==> src/design/fsuhd_pkg.sv <==
// Shared constants and types for the frame sample unpacker and header decoder.
package fsuhd_pkg;

  localparam int FRAME_SAMPLES = 256;
  localparam int HEADER_BYTES  = 10;

  // Sample counter holds 0..FRAME_SAMPLES inclusive
  localparam int SD_W = $clog2(FRAME_SAMPLES + 1);
  localparam logic [SD_W-1:0] FRAME_FULL = SD_W'(FRAME_SAMPLES);

  // Header byte slots
  localparam logic [3:0] HDR_YEAR_STATION = 4'd0;
  localparam logic [3:0] HDR_MSEC_0       = 4'd1;
  localparam logic [3:0] HDR_MSEC_1       = 4'd2;
  localparam logic [3:0] HDR_MSEC_2       = 4'd3;
  localparam logic [3:0] HDR_MSEC_DAY     = 4'd4;
  localparam logic [3:0] HDR_DAY_DRIFT    = 4'd5;
  localparam logic [3:0] HDR_DRIFT_HI     = 4'd6;
  localparam logic [3:0] HDR_CONTROL      = 4'd7;
  localparam logic [3:0] HDR_DELAY        = 4'd8;
  localparam logic [3:0] HDR_FLAGS        = 4'd9;
  localparam logic [3:0] HDR_DONE         = 4'(HEADER_BYTES);

  // Result kinds
  localparam logic KIND_SAMPLE = 1'b0;
  localparam logic KIND_HEADER = 1'b1;

  // Output queue
  localparam int QDEPTH = 4;
  localparam int QPTR_W = $clog2(QDEPTH);
  localparam int QCNT_W = $clog2(QDEPTH + 1);

  typedef struct packed {
    logic        kind;
    logic [4:0]  sample;
    logic        last;
    logic [3:0]  year_digit;
    logic [3:0]  station;
    logic [26:0] time_msec;
    logic [8:0]  day_number;
    logic [11:0] drift;
    logic [7:0]  control_byte;
    logic [7:0]  digitize_delay;
    logic [7:0]  status_flags;
  } fsuhd_res_t;

endpackage

==> src/design/fsuhd_if.sv <==
// Valid/ready channel interfaces for input bytes and results.
interface fsuhd_in_if;
  logic       valid;
  logic       ready;
  logic [7:0] data_byte;
  logic       frame_start;
  logic       header_restart;

  modport source (output valid, data_byte, frame_start, header_restart, input ready);
  modport sink   (input valid, data_byte, frame_start, header_restart, output ready);
endinterface

interface fsuhd_out_if;
  logic        valid;
  logic        ready;
  logic        kind;
  logic [4:0]  sample;
  logic        last;
  logic [3:0]  year_digit;
  logic [3:0]  station;
  logic [26:0] time_msec;
  logic [8:0]  day_number;
  logic [11:0] drift;
  logic [7:0]  control_byte;
  logic [7:0]  digitize_delay;
  logic [7:0]  status_flags;

  modport source (output valid, kind, sample, last, year_digit, station, time_msec,
                  day_number, drift, control_byte, digitize_delay, status_flags,
                  input ready);
  modport sink   (input valid, kind, sample, last, year_digit, station, time_msec,
                  day_number, drift, control_byte, digitize_delay, status_flags,
                  output ready);
endinterface

==> src/design/frame_sample_unpack_header_decode.sv <==
// Top level: minor-frame byte unpacker into 5-bit samples with aux header assembly.
// A byte passes through the input register, then the 4-deep result queue.
// Throughput: one byte per cycle while the queue has room for two results; the single
//   result port sets the sustained rate.
// Reset (rst_n, sync, active low) clears all unpack/header state and both buffers.
module frame_sample_unpack_header_decode
  import fsuhd_pkg::*;
(
  input  logic          clk,
  input  logic          rst_n,
  fsuhd_in_if.sink      in_ch,
  fsuhd_out_if.source   out_ch
);

  // ---------------------------------------------------------------
  // Input register: one held transaction
  // ---------------------------------------------------------------
  logic       pipe_v_r, pipe_v_nxt;
  logic [7:0] pipe_byte_r;
  logic       pipe_start_r;
  logic       pipe_restart_r;

  // ---------------------------------------------------------------
  // Unpack / header state
  // ---------------------------------------------------------------
  logic [3:0]      lb_r, lb_nxt;        // leftover bits, right-aligned
  logic [2:0]      lc_r, lc_nxt;        // leftover count
  logic [SD_W-1:0] sd_r, sd_nxt;        // samples this frame
  logic [3:0]      hidx_r, hidx_nxt;    // next header byte slot
  logic [7:0]      ys_r, ys_nxt;
  logic [26:0]     msec_r, msec_nxt;
  logic [8:0]      day_r, day_nxt;
  logic [11:0]     drift_r, drift_nxt;
  logic [7:0]      ctrl_r, ctrl_nxt;
  logic [7:0]      dly_r, dly_nxt;

  // ---------------------------------------------------------------
  // Result queue
  // ---------------------------------------------------------------
  fsuhd_res_t        q_r [QDEPTH];
  logic [QPTR_W-1:0] wr_ptr_r, rd_ptr_r;
  logic [QCNT_W-1:0] q_cnt_r, q_cnt_nxt;

  logic in_acc, pop, proc;
  logic [QCNT_W-1:0] cnt_after_pop;

  assign in_acc        = in_ch.valid && in_ch.ready;
  assign pop           = out_ch.valid && out_ch.ready;
  assign cnt_after_pop = q_cnt_r - QCNT_W'(pop);
  // Process the held byte only if two result slots are free after this cycle's pop
  assign proc          = pipe_v_r && (cnt_after_pop <= QCNT_W'(QDEPTH - 2));
  assign in_ch.ready   = !pipe_v_r || proc;

  always_comb begin
    pipe_v_nxt = pipe_v_r;
    if (in_acc) begin
      pipe_v_nxt = 1'b1;
    end else if (proc) begin
      pipe_v_nxt = 1'b0;
    end
  end

  // ---------------------------------------------------------------
  // Per-byte logic
  // ---------------------------------------------------------------
  logic [3:0]      hidx_eff;
  logic [11:0]     acc;
  logic [3:0]      nb1, nb2;
  logic            take2;
  logic [SD_W-1:0] sd_inc, sd_new;
  logic [2:0]      lc_keep;
  logic [4:0]      keep_mask;
  logic [3:0]      tens;
  logic [1:0]      push_n;
  fsuhd_res_t      res0, res1;

  always_comb begin
    lb_nxt    = lb_r;
    lc_nxt    = lc_r;
    sd_nxt    = sd_r;
    hidx_nxt  = hidx_r;
    ys_nxt    = ys_r;
    msec_nxt  = msec_r;
    day_nxt   = day_r;
    drift_nxt = drift_r;
    ctrl_nxt  = ctrl_r;
    dly_nxt   = dly_r;
    push_n    = 2'd0;
    res0      = '0;
    res1      = '0;

    hidx_eff  = pipe_restart_r ? HDR_YEAR_STATION : hidx_r;
    tens      = dly_r[7:4];

    // Payload path: bits MSB-first; 8..12 bits available, first sample always fits
    acc       = {lb_r, pipe_byte_r};
    nb1       = 4'({1'b0, lc_r} + 4'd3);   // (lc + 8) - 5
    nb2       = nb1 - 4'd5;
    sd_inc    = sd_r + SD_W'(1);
    take2     = (nb1 >= 4'd5) && (sd_inc < FRAME_FULL);
    sd_new    = take2 ? (sd_r + SD_W'(2)) : sd_inc;
    lc_keep   = take2 ? nb2[2:0] : nb1[2:0];
    keep_mask = (5'd1 << lc_keep) - 5'd1;

    if (proc) begin
      if (pipe_start_r) begin
        lb_nxt = '0;
        lc_nxt = '0;
        sd_nxt = '0;
        hidx_nxt = hidx_eff;
        unique case (hidx_eff)
          HDR_YEAR_STATION: ys_nxt = pipe_byte_r;
          HDR_MSEC_0:       msec_nxt[7:0]   = pipe_byte_r;
          HDR_MSEC_1:       msec_nxt[15:8]  = pipe_byte_r;
          HDR_MSEC_2:       msec_nxt[23:16] = pipe_byte_r;
          HDR_MSEC_DAY: begin
            msec_nxt[26:24] = pipe_byte_r[2:0];
            day_nxt[4:0]    = pipe_byte_r[7:3];
          end
          HDR_DAY_DRIFT: begin
            drift_nxt[3:0] = pipe_byte_r[7:4];
            day_nxt[8:5]   = pipe_byte_r[3:0];
          end
          HDR_DRIFT_HI:     drift_nxt[11:4] = pipe_byte_r;
          HDR_CONTROL:      ctrl_nxt = pipe_byte_r;
          HDR_DELAY:        dly_nxt  = pipe_byte_r;
          HDR_FLAGS: begin
            res0.kind           = KIND_HEADER;
            res0.last           = 1'b1;
            res0.year_digit     = ys_r[7:4];
            res0.station        = ys_r[3:0];
            res0.time_msec      = msec_r;
            res0.day_number     = day_r;
            res0.drift          = drift_r;
            res0.control_byte   = ctrl_r;
            // tens*10 + units, BCD digits taken as binary
            res0.digitize_delay = 8'({tens, 3'b000}) + 8'({tens, 1'b0}) + 8'(dly_r[3:0]);
            res0.status_flags   = pipe_byte_r;
            push_n = 2'd1;
          end
          default: ;  // header complete, extra aux bytes ignored
        endcase
        if (hidx_eff < HDR_FLAGS) begin
          hidx_nxt = hidx_eff + 4'd1;
        end else if (hidx_eff == HDR_FLAGS) begin
          hidx_nxt = HDR_DONE;
        end
      end else if (sd_r >= FRAME_FULL) begin
        // Frame full: drop byte
        lb_nxt = '0;
        lc_nxt = '0;
      end else begin
        res0.kind   = KIND_SAMPLE;
        res0.sample = 5'(acc >> nb1);
        res1.kind   = KIND_SAMPLE;
        res1.sample = 5'(acc >> nb2);
        res1.last   = 1'b1;
        res0.last   = !take2;
        push_n      = take2 ? 2'd2 : 2'd1;
        sd_nxt      = sd_new;
        if (sd_new >= FRAME_FULL) begin
          lb_nxt = '0;
          lc_nxt = '0;
        end else begin
          lc_nxt = lc_keep;
          lb_nxt = acc[3:0] & keep_mask[3:0];
        end
      end
    end
  end

  assign q_cnt_nxt = cnt_after_pop + QCNT_W'(push_n);

  // ---------------------------------------------------------------
  // Registers
  // ---------------------------------------------------------------
  always_ff @(posedge clk) begin
    if (!rst_n) begin
      pipe_v_r <= 1'b0;
      lb_r     <= '0;
      lc_r     <= '0;
      sd_r     <= '0;
      hidx_r   <= HDR_YEAR_STATION;
      ys_r     <= '0;
      msec_r   <= '0;
      day_r    <= '0;
      drift_r  <= '0;
      ctrl_r   <= '0;
      dly_r    <= '0;
      wr_ptr_r <= '0;
      rd_ptr_r <= '0;
      q_cnt_r  <= '0;
    end else begin
      pipe_v_r <= pipe_v_nxt;
      lb_r     <= lb_nxt;
      lc_r     <= lc_nxt;
      sd_r     <= sd_nxt;
      hidx_r   <= hidx_nxt;
      ys_r     <= ys_nxt;
      msec_r   <= msec_nxt;
      day_r    <= day_nxt;
      drift_r  <= drift_nxt;
      ctrl_r   <= ctrl_nxt;
      dly_r    <= dly_nxt;
      wr_ptr_r <= wr_ptr_r + QPTR_W'(push_n);
      rd_ptr_r <= rd_ptr_r + QPTR_W'(pop);
      q_cnt_r  <= q_cnt_nxt;
    end
  end

  // Payload registers, no reset
  always_ff @(posedge clk) begin
    if (in_acc) begin
      pipe_byte_r    <= in_ch.data_byte;
      pipe_start_r   <= in_ch.frame_start;
      pipe_restart_r <= in_ch.header_restart;
    end
    if (push_n != 2'd0) begin
      q_r[wr_ptr_r] <= res0;
    end
    if (push_n == 2'd2) begin
      q_r[wr_ptr_r + QPTR_W'(1)] <= res1;
    end
  end

  // ---------------------------------------------------------------
  // Result port
  // ---------------------------------------------------------------
  fsuhd_res_t head;
  assign head = q_r[rd_ptr_r];

  assign out_ch.valid          = (q_cnt_r != '0);
  assign out_ch.kind           = head.kind;
  assign out_ch.sample         = head.sample;
  assign out_ch.last           = head.last;
  assign out_ch.year_digit     = head.year_digit;
  assign out_ch.station        = head.station;
  assign out_ch.time_msec      = head.time_msec;
  assign out_ch.day_number     = head.day_number;
  assign out_ch.drift          = head.drift;
  assign out_ch.control_byte   = head.control_byte;
  assign out_ch.digitize_delay = head.digitize_delay;
  assign out_ch.status_flags   = head.status_flags;

`ifndef SYNTHESIS
  a_q_bound: assert property (@(posedge clk) disable iff (!rst_n)
    q_cnt_r <= QCNT_W'(QDEPTH))
    else $error("result queue overfilled");

  a_hidx_bound: assert property (@(posedge clk) disable iff (!rst_n)
    hidx_r <= HDR_DONE)
    else $error("header index out of range");

  a_hdr_done: assert property (@(posedge clk) disable iff (!rst_n)
    (proc && pipe_start_r && hidx_eff == HDR_FLAGS) |=> (hidx_r == HDR_DONE))
    else $error("header index not parked after header result");

  a_leftover: assert property (@(posedge clk) disable iff (!rst_n)
    lc_r <= 3'd4)
    else $error("leftover count too large");

  a_sd_bound: assert property (@(posedge clk) disable iff (!rst_n)
    sd_r <= FRAME_FULL)
    else $error("sample count past frame size");
`endif

endmodule
==> src/flat_wrapper.sv <==
// flat-port wrapper written by rule: the top's interface ports become plain ports
module frame_sample_unpack_header_decode_flat import fsuhd_pkg::*;
  (clk, rst_n, in_ch_valid, in_ch_data_byte, in_ch_frame_start, in_ch_header_restart, in_ch_ready, out_ch_valid, out_ch_kind, out_ch_sample, out_ch_last, out_ch_year_digit, out_ch_station, out_ch_time_msec, out_ch_day_number, out_ch_drift, out_ch_control_byte, out_ch_digitize_delay, out_ch_status_flags, out_ch_ready);
  fsuhd_in_if in_ch_i ();
  fsuhd_out_if out_ch_i ();
  input  logic clk;
  input  logic rst_n;
  input wire logic [$bits(in_ch_i.valid)-1:0] in_ch_valid;
  input wire logic [$bits(in_ch_i.data_byte)-1:0] in_ch_data_byte;
  input wire logic [$bits(in_ch_i.frame_start)-1:0] in_ch_frame_start;
  input wire logic [$bits(in_ch_i.header_restart)-1:0] in_ch_header_restart;
  output wire logic [$bits(in_ch_i.ready)-1:0] in_ch_ready;
  output wire logic [$bits(out_ch_i.valid)-1:0] out_ch_valid;
  output wire logic [$bits(out_ch_i.kind)-1:0] out_ch_kind;
  output wire logic [$bits(out_ch_i.sample)-1:0] out_ch_sample;
  output wire logic [$bits(out_ch_i.last)-1:0] out_ch_last;
  output wire logic [$bits(out_ch_i.year_digit)-1:0] out_ch_year_digit;
  output wire logic [$bits(out_ch_i.station)-1:0] out_ch_station;
  output wire logic [$bits(out_ch_i.time_msec)-1:0] out_ch_time_msec;
  output wire logic [$bits(out_ch_i.day_number)-1:0] out_ch_day_number;
  output wire logic [$bits(out_ch_i.drift)-1:0] out_ch_drift;
  output wire logic [$bits(out_ch_i.control_byte)-1:0] out_ch_control_byte;
  output wire logic [$bits(out_ch_i.digitize_delay)-1:0] out_ch_digitize_delay;
  output wire logic [$bits(out_ch_i.status_flags)-1:0] out_ch_status_flags;
  input wire logic [$bits(out_ch_i.ready)-1:0] out_ch_ready;
  assign in_ch_i.valid = in_ch_valid;
  assign in_ch_i.data_byte = in_ch_data_byte;
  assign in_ch_i.frame_start = in_ch_frame_start;
  assign in_ch_i.header_restart = in_ch_header_restart;
  assign in_ch_ready = in_ch_i.ready;
  assign out_ch_valid = out_ch_i.valid;
  assign out_ch_kind = out_ch_i.kind;
  assign out_ch_sample = out_ch_i.sample;
  assign out_ch_last = out_ch_i.last;
  assign out_ch_year_digit = out_ch_i.year_digit;
  assign out_ch_station = out_ch_i.station;
  assign out_ch_time_msec = out_ch_i.time_msec;
  assign out_ch_day_number = out_ch_i.day_number;
  assign out_ch_drift = out_ch_i.drift;
  assign out_ch_control_byte = out_ch_i.control_byte;
  assign out_ch_digitize_delay = out_ch_i.digitize_delay;
  assign out_ch_status_flags = out_ch_i.status_flags;
  assign out_ch_i.ready = out_ch_ready;
  frame_sample_unpack_header_decode u_core (.clk(clk), .rst_n(rst_n), .in_ch(in_ch_i), .out_ch(out_ch_i));
endmodule
==> config.mk <==
export PLATFORM = sky130hd
export DESIGN_NAME = frame_sample_unpack_header_decode_flat
export DESIGN_NICKNAME = d
export VERILOG_FILES = /design/src/design/fsuhd_pkg.sv /design/src/design/fsuhd_if.sv /design/src/design/frame_sample_unpack_header_decode.sv /design/src/flat_wrapper.sv
export SDC_FILE = /design/constraint.sdc
export NUM_CORES = 1
export LEC_CHECK = 0
export BUFFER_PORTS_ARGS = -buffer_cell sky130_fd_sc_hd__buf_2
export CORE_MARGIN = 10
export CORE_UTILIZATION = 65
export DETAILED_ROUTE_END_ITERATION = 8
export GPL_ROUTABILITY_DRIVEN = 0
export PLACE_DENSITY_LB_ADDON = 0.12
export RECOVER_POWER = 25
export SYNTH_ARGS = -nofsm -noshare
export SYNTH_HDL_FRONTEND = slang
export SYNTH_SLANG_ARGS = --single-unit
export TNS_END_PERCENT = 50
==> constraint.sdc <==
create_clock -name clk -period 5 [get_ports clk]
set_clock_uncertainty 0.1 [all_clocks]
set_input_delay 0.25 -clock clk [delete_from_list [all_inputs] [get_ports clk]]
set_output_delay 0.25 -clock clk [all_outputs]
set_load 0.01 [all_outputs]
[Word level (Yosys, flattened, before mapping)]
Memories as Yosys holds them, arrays and structs flattened. A register that Yosys moved wholly into a read port is not among the register bits.
Cells that the tools add are included.
Storage, ports and cells
  bits in registers: 110
  bits in latches: 0
  RAM bits: 348
  bits in read-only memories: 0
  input port bits: 14
  output and inout port bits: 89
  logic and storage cells: 115
  memories: 1
Cells by class
  $add $sub $neg: 13
  multipliers: 0
  div/mod/pow operators: 0
  magnitude comparators: 6
  equality and inequality tests: 11
  shift-type cells: 3
  mux-type cells: 36
  bitwise operators: 1
  reductions and logical operators: 22
Memory list
  u_core.q_r: depth 4, width 87, rd ports 1, clocked after memory_dff 1, wr ports 2, RTL line frame_sample_unpack_header_decode.sv:40  | fsuhd_res_t q_r [QDEPTH];
Operators by type and width (count)
  two-way mux 87 bit: 1
  two-way mux 81 bit: 1
  two-way mux 80 bit: 1
  two-way mux 9 bit: 3
  AND reduction 3 bit: 9
  two-way mux 4 bit: 6
  right shift 12 x 4 -> 5 bit: 2
  greater-or-equal comparator 9 bit (second input constant): 2
  equality test 4 x 3 -> 1 bit (second input constant): 4
  two-way mux 7 bit: 2
  two-way mux 3 bit: 4
  two-way mux 6 bit: 2
  two-way mux 1 bit: 10
  two-way mux 2 bit: 5
  adder 9 x 1 -> 9 bit (second input constant): 1
  adder 9 x 2 -> 9 bit (second input constant): 1
  less-than comparator 9 bit (second input constant): 1
  adder 7 x 5 -> 8 bit: 1
  adder 8 x 4 -> 8 bit: 1
  equality test 4 x 2 -> 1 bit (second input constant): 2
  equality test 4 bit (second input constant): 2
  two-way mux 5 bit: 1
  adder 3 x 2 -> 4 bit (second input constant): 1
  adder 4 x 1 -> 4 bit (second input constant): 1
  other kinds (22): 28

[Longest topological paths before layout]
Gate-level depths: netlist (run 1).
  word-level depth: 10
  mapped depth: 17

[Least setup slack after synthesis (run 1)]
Ideal clock, no wire load.
  path kind: register to register
  start point: register u_core.q_cnt_r[2]
  end point: register u_core.q_cnt_r[1]
  data arrival time: 3.085 ns
  path slack: 1.749 ns
  stages on the path, launching flop included: 14
  clock period less this slack: 3.251 ns
  path through: dfxtp_1 -> or3_1 -> and2_1 -> ha_1 -> ha_1 -> o21ai_0 -> nor3_4 -> and2_1 -> a21oi_1 -> inv_1 -> ha_1 -> inv_1 -> fa_1 -> nor2_1
Between the ends
  longest elaborated chain between the ends: 7
RTL lines
  from (decl): RTL line frame_sample_unpack_header_decode.sv:42  | logic [QCNT_W-1:0] q_cnt_r, q_cnt_nxt;
  from (signal assigned): RTL line frame_sample_unpack_header_decode.sv:207  | q_cnt_r <= q_cnt_nxt;
  nonzero test 3 bit (*): RTL line frame_sample_unpack_header_decode.sv:232  | assign out_ch.valid = (q_cnt_r != '0);
  via out_ch_valid: RTL line flat_wrapper.sv:13  | output wire logic [$bits(out_ch_i.valid)-1:0] out_ch_valid;
  logical AND 1 bit (*): RTL line frame_sample_unpack_header_decode.sv:48  | assign pop = out_ch.valid && out_ch.ready;
  subtractor 3 x 1 -> 3 bit (*): RTL line frame_sample_unpack_header_decode.sv:49  | assign cnt_after_pop = q_cnt_r - QCNT_W'(pop);
  less-or-equal comparator 3 x 2 -> 1 bit: RTL line frame_sample_unpack_header_decode.sv:51  | assign proc = pipe_v_r && (cnt_after_pop <= QCNT_W'(QDEPTH - 2));
  logical AND 1 bit: RTL line frame_sample_unpack_header_decode.sv:51
  two-way mux 2 bit: RTL line frame_sample_unpack_header_decode.sv:105  | if (proc) begin
  adder 3 x 2 -> 3 bit (*): RTL line frame_sample_unpack_header_decode.sv:172  | assign q_cnt_nxt = cnt_after_pop + QCNT_W'(push_n);
The timed path passes the listed nets; every way through them passes the cells marked *.
A chain may end at the register's enable or synchronous reset.

==> summary.txt, run 1 <==
Floorplanning
  – Rows: 62
  – Die Area: 0.03609 mm^2
  – Die Width: 190.0 um
  – Number of top-level pins: 103
  – Core area: 0.02863 mm^2
  – Chip height: 190.0 um
  – Initial core utilization: 65.60%

Worst setup path
  – CP endpoint kind: register
  – CP delay by family, top: simple AND/OR/NAND/NOR gates
  – Worst path max stage delay: 0.60 ns
  – Crit. Startpoint: u_core.q_cnt_r[2]$_SDFF_PN0_
  – CP Launch Type: register
  – Req. time, crit path: 5.11 ns
  – CP most frequent cell: ha_1
  – Critical path class: register to register
  – Reg2Reg Setup Slack: 0.72 ns
  – Crit Path Max Fanout: 66
  – R2r startpoint: u_core.q_cnt_r[2]$_SDFF_PN0_
  – Crit. path cell count: 10
  – Slowest cell on the critical path: clkbuf_4
  – Critical path destination: u_core.q_r[3][83]$_DFFE_PP_
  – CP Buf/Inv Count: 2
  – Worst path cell trace: or3_1, and2_0, ha_1, ha_1, xnor2_1, and3_1, o211a_1, o211ai_1, clkbuf_4, inv_1
  – WP data arrival: 4.39 ns
  – Worst-case reg-to-reg path depth: 10
  – Reg2reg end: u_core.q_r[3][83]$_DFFE_PP_

Yosys
  – Sequential area share after synthesis: 50.64%
  – Mapped Avg Cell Area: 11.28 um^2
  – Synth top area cells: dfxtp_1, a22o_1, mux4_2, edfxtp_1, nand2_1
  – Top-area cell type share of the netlist area: 45.20%
  – Cell Area, Synth: 0.01878 mm^2
  – Net count after synthesis: 1705
  – Post-synthesis register bit count: 458
  – Post-synth EDFFs: 34
  – Unique masters post-synth: 71
  – Synth Instances: 1664
  – Leading area contributor after synthesis: dfxtp_1
  – Most used DFF post-synth: dfxtp_1
  – Ys async rst share: 0%
  – YS warnings: 0

CTS
  – Clk slew on worst S/H paths: 0.06 ns
  – Cts bufs inserted: 45
  – CTS H-tree lvls: 2
  – CTS Hold Bufs: 12
  – Root Driver: clkbuf_16
  – Worst-Skew Late Latency: 0.55 ns
  – CTS tree: built
  – Max clock buf depth: 3
  – Setup Fix Bufs, Post-CTS: 0
  – Clock tree sinks: 458
  – Post-CTS resize count: 0

Power
  – Combinational power share: 14.4%
  – Seq pwr share: 46.6%
  – Pwr dens: 414.8 mW/mm^2
  – Cell Int Power: 6254 uW
  – Clock power frac: 39.0%
  – Switching part of the total: 27.80%
  – Net switching power: 2408 uW
  – Peak supply drop: 0.5098 mV
  – Pleak: 0.007697 uW

Cells and area
  – Area grow syn2layout: 11.18%
  – Util after Layout: 72.93%
  – Commonest non-fill, non-tap cell in the layout: dfxtp_1
  – Final #Nets: 1748
  – Layout cells sized above 1: 13.40%
  – Filler cell count: 2050
  – Final Instance Area: 0.02088 mm^2
  – Commonest cells after routing, fill and taps aside: dfxtp_1, a22o_1, nand2_1
  – ANT cells: 0

Detailed routing
  – Via density: 6.690
  – Via count: 14.20k
  – WL/cell: 23.50 um
  – WL final: 49890 um
  – Routed Antenna Nets: 0
  – DR iter-0 viols: 1577
  – Drt drc: 0
  – Drt first pass iters: 5

STA
  – Final setup viols: 0
  – Period utilization: 85.58%
  – Setup TNS: 0 ns
  – Slew @ Worst Pin: 1.895 ns
  – F_max: 233.7 MHz
  – Worst slew margin: -26.36%
  – RSZ-0062 raised after global routing: no
  – Post-layout min period: 4.279 ns
  – Slew Viols, Final: 48
  – Fin. Hold Viols: 0

Outcome
  – Failing checks: max-capacitance violations, max-slew violations
  – Outcome: finished, violations left

Global routing
  – Antenna violations before repair: 0
  – Number of global-route vias before repair: 14.40k
  – All-Layer GR Usage: 27.39%
  – GRT overflow: 0
  – First-pass GRT wire length: 80360 um
  – Pin count of the biggest net entering global routing: 83

Placed design
  – Placed Area: 0.01942 mm^2
  – HPWL Detailed: 28710 um
  – Port Buffers: 102

Hold path
  – Hold Path Class: input pin to register

Job
  – Max Cap Viol: 1
cell families after synthesis:
logic type | count (synthesis) | share of synthesized area, %
AOI/OAI and AO/OA | 502 | 20.64
xor gates and xnor gates | 17 | 0.8729
adders and majority gates | 27 | 1.919
buffers and inverters | 175 | 4.291
DFF | 458 | 50.64
muxes | 118 | 12.77
and+or+nand+nor | 367 | 8.869
registers in the layout, summed over array words and instances (netlist names):
name	flops
u_core.drift_r	12
u_core.pipe_start_r	1
u_core.rd_ptr_r	2
u_core.day_r	9
u_core.lc_r	3
u_core.pipe_v_r	1
u_core.q_r	348
u_core.ys_r	8
u_core.lb_r	4
u_core.hidx_r	4
u_core.pipe_restart_r	1
u_core.sd_r	9
u_core.dly_r	8
u_core.msec_r	27
u_core.pipe_byte_r	8
u_core.wr_ptr_r	2
u_core.q_cnt_r	3
u_core.ctrl_r	8
tightest hold or removal path: cells and delay by family:
family / cells / cell delay [ns]
buf+inv: 1 / 0.10
simple gates: 2 / 0.28
fa+ha+maj: 1 / 0.15
routing by layer:
metal  GRT usage (%)  vias to the layer above  part of all wire [%]
met5               0                        -                     0
met4           8.150                        0                   2.7
met3           5.108                      111                   7.9
met2           45.33                      588                    48
met1           35.91                     7142                    41
li1                -                     6362                     -
through the flow:
stage / setup WS, ns / hold WS [ns] / cells / total power, uW
finish: 0.7208 / 0.1755 / 2123 / 8661
global route: 0.4675 / 0.2053 / 2123 / 8963
CTS: 1.153 / 0.1343 / 2123 / 8694
detailed placement: 1.183 / 0.3281 / 2032 / 5347
global placement: 1.240 / 0.3260 / 2032 / 5326
floorplan: 1.749 / 0.2489 / 1664 / 5000
cell type report:
cell class / instances / area (um^2) / area share [%]
Sequential cell: 458 / 9514 / 45.57
Multi-Input combinational cell: 1031 / 8474 / 40.59
Clock buffer: 68 / 1366 / 6.544
Timing Repair Buffer: 140 / 804.5 / 3.854
Tap cell: 384 / 480.5 / 2.301
Clock inverter: 11 / 118.9 / 0.5693
Inverter: 31 / 118.9 / 0.5693
power groups by stage:
stage	Combinational, uW	Clock [uW]	Sequential [uW]
floorplan	1120	0	3880
global placement	1210	0	4110
detailed placement	1230	0	4120
CTS	1250	3410	4040
global route	1350	3550	4060
finish	1240	3380	4040
worst min path at each step:
stage | slack, ns | from | cells past startpoint | to
after floorplan | 0.25 | in_ch_data_byte[0] | 0 | u_core.pipe_byte_r[0]$_DFFE_PP_
after global placement | 0.33 | in_ch_header_restart | 1 | u_core.pipe_restart_r$_DFFE_PP_
after detailed placement | 0.33 | in_ch_header_restart | 1 | u_core.pipe_restart_r$_DFFE_PP_
after CTS | 0.13 | out_ch_ready | 4 | u_core.rd_ptr_r[0]$_SDFF_PN0_
after global routing | 0.21 | out_ch_ready | 4 | u_core.rd_ptr_r[0]$_SDFF_PN0_
final | 0.18 | out_ch_ready | 4 | u_core.rd_ptr_r[0]$_SDFF_PN0_
synthesized netlist by cell type (all sizes together) (24+ instances only):
cell / n
a21oi: 95
a22o: 266
a22oi: 54
buf: 77
clkbuf: 67
dfxtp: 424
edfxtp: 34
ha: 24
inv: 31
mux4: 97
nand2: 160
nand3: 43
nor2: 105
o21ai: 24
(Power assumes the default switching activity.)
==> run 2, diff against run 1 <==
Settings changed: CAP_MARGIN set to 10, CORE_UTILIZATION 65 to 61, PLACE_DENSITY set to 0.8, PLACE_DENSITY_LB_ADDON 0.12 to unset.
Clock period 5 ns to 4.9 ns, I/O delays scaled along.
==> run 2 against run 1 <==
Effect of this change: the flow still finishes with violations (max-capacitance violations, max-slew violations); setup slack worse by 0.12 ns; sequential share of layout area up 0.19 points; design area down 0.41%; combinational power about the same; wire length up 0.51%; final cell count up 0.33%; count of clock-buffer cells in the layout down 1; core utilization down 4.8 points; critical path depth up 1.
==> summary.txt, run 2 (same netlist as run 1, synthesis figures left out) <==
Floorplanning
  – Initial core utilization: 61.55% (-4.1 points)
  – Chip height: 195.5 um (+2.9%)
  – Die Area: 0.03820 mm^2 (+5.9%)
  – Rows: 64 (+3.2%)
  – Core area: 0.03051 mm^2 (+6.6%)
  – Number of top-level pins: 103 (unchanged)
  – Die Width: 195.5 um (+2.9%)

Detailed routing
  – DR iter-0 viols: 1672 (+6.0%)
  – Routed Antenna Nets: 0 (unchanged)
  – WL final: 50140 um (+0.51%)
  – Drt drc: 0 (unchanged)
  – Drt first pass iters: 7 (+2)
  – Via density: 6.756 (+0.99%)
  – WL/cell: 23.54 um (+0.18%)
  – Via count: 14.39k (+1.3%)

STA
  – RSZ-0062 raised after global routing: no
  – Worst slew margin: -31.88% (-5.5 points)
  – Final hold slack: 0.2049 ns (+0.02933 ns)
  – Final setup viols: 0 (unchanged)
  – F_max: 232.4 MHz (-0.53%)
  – Setup TNS: 0 ns (unchanged)
  – Fin. Hold Viols: 0 (unchanged)
  – Post-layout worst setup margin: 0.5979 ns (-0.1229 ns)
  – Period utilization: 87.80% (+2.2 points)
  – Slew @ Worst Pin: 1.978 ns (+0.08290 ns)
  – Slew Viols, Final: 80 (+67%)
  – Post-layout min period: 4.302 ns (+0.02289 ns)

Global routing
  – GRT overflow: 0 (unchanged)
  – First-pass GRT wire length: 80000 um (-0.46%)
  – Most Crowded Layer GR: met2
  – Met2 usage: 41.92% (-3.4 points)
  – Met1 Use GR: 32.37% (-3.5 points)
  – All-Layer GR Usage: 25.32% (-2.1 points)
  – Number of global-route vias before repair: 14.57k (+1.2%)
  – Pin count of the biggest net entering global routing: 90 (+8.4%)
  – Met3 Track Usage GR: 5.207% (+0.099 points)
  – Antenna violations before repair: 0 (unchanged)

CTS
  – Clk slew on worst S/H paths: 0.06 ns (about the same)
  – Cts bufs inserted: 45 (unchanged)
  – Setup Fix Bufs, Post-CTS: 0 (unchanged)
  – Post-CTS resize count: 0 (unchanged)
  – Worst-Skew Late Latency: 0.54 ns (about the same)
  – CTS tree: built
  – Max clock buf depth: 3 (unchanged)
  – Root Driver: clkbuf_16
  – Clock tree sinks: 458 (unchanged)
  – CTS Hold Bufs: 12 (unchanged)
  – CTS H-tree lvls: 2 (unchanged)

Cells and area
  – Area grow syn2layout: 10.72%
  – Biggest regs: u_core.q_r: 348 flops, u_core.msec_r: 27 flops, u_core.drift_r: 12 flops
  – Final #Nets: 1743 (-0.29%)
  – ANT cells: 0 (unchanged)
  – Most flops, register: u_core.q_r
  – Max reg flops: 348 (unchanged)
  – Final Instance Area: 0.02079 mm^2 (-0.41%)
  – Fin cells: 2130 (+0.33%)
  – Commonest cells after routing, fill and taps aside: dfxtp_1, a22o_1, nand2_1
  – Layout cells sized above 1: 13.15% (-0.25 points)
  – Commonest non-fill, non-tap cell in the layout: dfxtp_1

Outcome
  – Outcome: finished, violations left
  – Failing checks: max-capacitance violations, max-slew violations

Worst setup path
  – R2r startpoint: u_core.q_cnt_r[2]$_SDFF_PN0_
  – Crit Path Max Fanout: 17 (-74%)
  – Worst-case reg-to-reg path depth: 11 (+1)
  – Critical path class: register to register
  – WP data arrival: 4.61 ns (+0.22 ns)
  – Crit. Startpoint: u_core.q_cnt_r[2]$_SDFF_PN0_
  – Reg2reg end: u_core.q_r[3][85]$_DFFE_PP_
  – Req. time, crit path: 5.20 ns (+0.09 ns)
  – CP Launch Type: register
  – CP endpoint kind: register
  – Reg2Reg Setup Slack: 0.60 ns (-0.12 ns)

Placed design
  – Pre-CTS setup slack: 0.9914 ns (-0.1920 ns)
  – Placed cells: 2039 (+0.34%)
  – HPWL Detailed: 29350 um (+2.2%)
  – Placed Area: 0.01938 mm^2 (-0.24%)
  – Port Buffers: 102 (unchanged)

Job
  – Max Cap Viol: 2 (+1)

Power
  – Pwr dens: 420.5 mW/mm^2 (+1.4%)
  – Peak supply drop: 0.3503 mV (-31%)
  – Pleak: 0.007648 uW (-0.64%)

Hold path
  – Hold Crit Start: out_ch_ready
  – Endpoint, Worst Hold: u_core.rd_ptr_r[0]$_SDFF_PN0_
  – Hold path depth: 4 (unchanged)
  – Hold Path Class: input pin to register
run 2: cell types whose count changed in the layout (fill, tap and decap cells not counted), moves of 2 or more:
cell / delta
clkbuf_16: -2
clkbuf_8: +3
clkinv_2: +3
buf_4: -5
run 2: how the worst max path moves through the flow:
stage / to / cells after the start
3_5_place_dp: u_core.q_r[2][38]$_SDFFE_PP0N_ / 12
5_1_grt: u_core.q_r[3][85]$_DFFE_PP_ / 11
2_1_floorplan: u_core.q_cnt_r[1]$_SDFF_PN0_ / 13
6_report: u_core.q_r[3][85]$_DFFE_PP_ / 11
4_1_cts: u_core.q_r[2][4]$_SDFFE_PP0N_ / 12
3_3_place_gp: u_core.q_r[2][29]$_SDFFE_PP0N_ / 12
run 2: per-stage QoR:
stage,util (%),total power [uW]
5_1_grt,68.15,9046
3_5_place_dp,63.51,5449
2_1_floorplan,-,5102
4_1_cts,68.64,8771
3_3_place_gp,63.51,5423
6_report,68.15,8742
run 2: final cells by class:
class | count | area (um^2)
Fill cell | 2271 | 9718
Sequential cell | 458 | 9514
Multi-Input combinational cell | 1031 | 8469
Clock buffer | 67 | 1350
Timing Repair Buffer | 135 | 747.0
Tap cell | 396 | 495.5
Inverter | 31 | 118.9
Clock inverter | 12 | 96.34
run 2: power by group:
part / internal, uW / leakage, uW / switching [uW]
Combinational: 503 / 0.00316 / 765
Clock: 1950 / 0.000724 / 1400
Sequential: 3840 / 0.00376 / 277
Total: 6300 / 0.00765 / 2450
run 2: metal layers:
metal  part of all wire (%)  wire [um]  up-vias
li1                       -          -     6332
met3                    8.8       4408       94
met4                    2.8       1379        0
met5                      0          0        -
met2                     48      24110      684
met1                     40      20250     7281
run 2: worst max-delay path: stages, from the launching register on:
cell and delay (ns):
dfxtp_1 0.34, or3_1 0.39, and2_0 0.22, ha_1 0.22, ha_1 0.23, xnor2_1 0.35, and3_1 0.50, o211a_1 0.44
inv_4 0.13, nor2_2 0.12, clkbuf_1 0.84, a22o_1 0.28
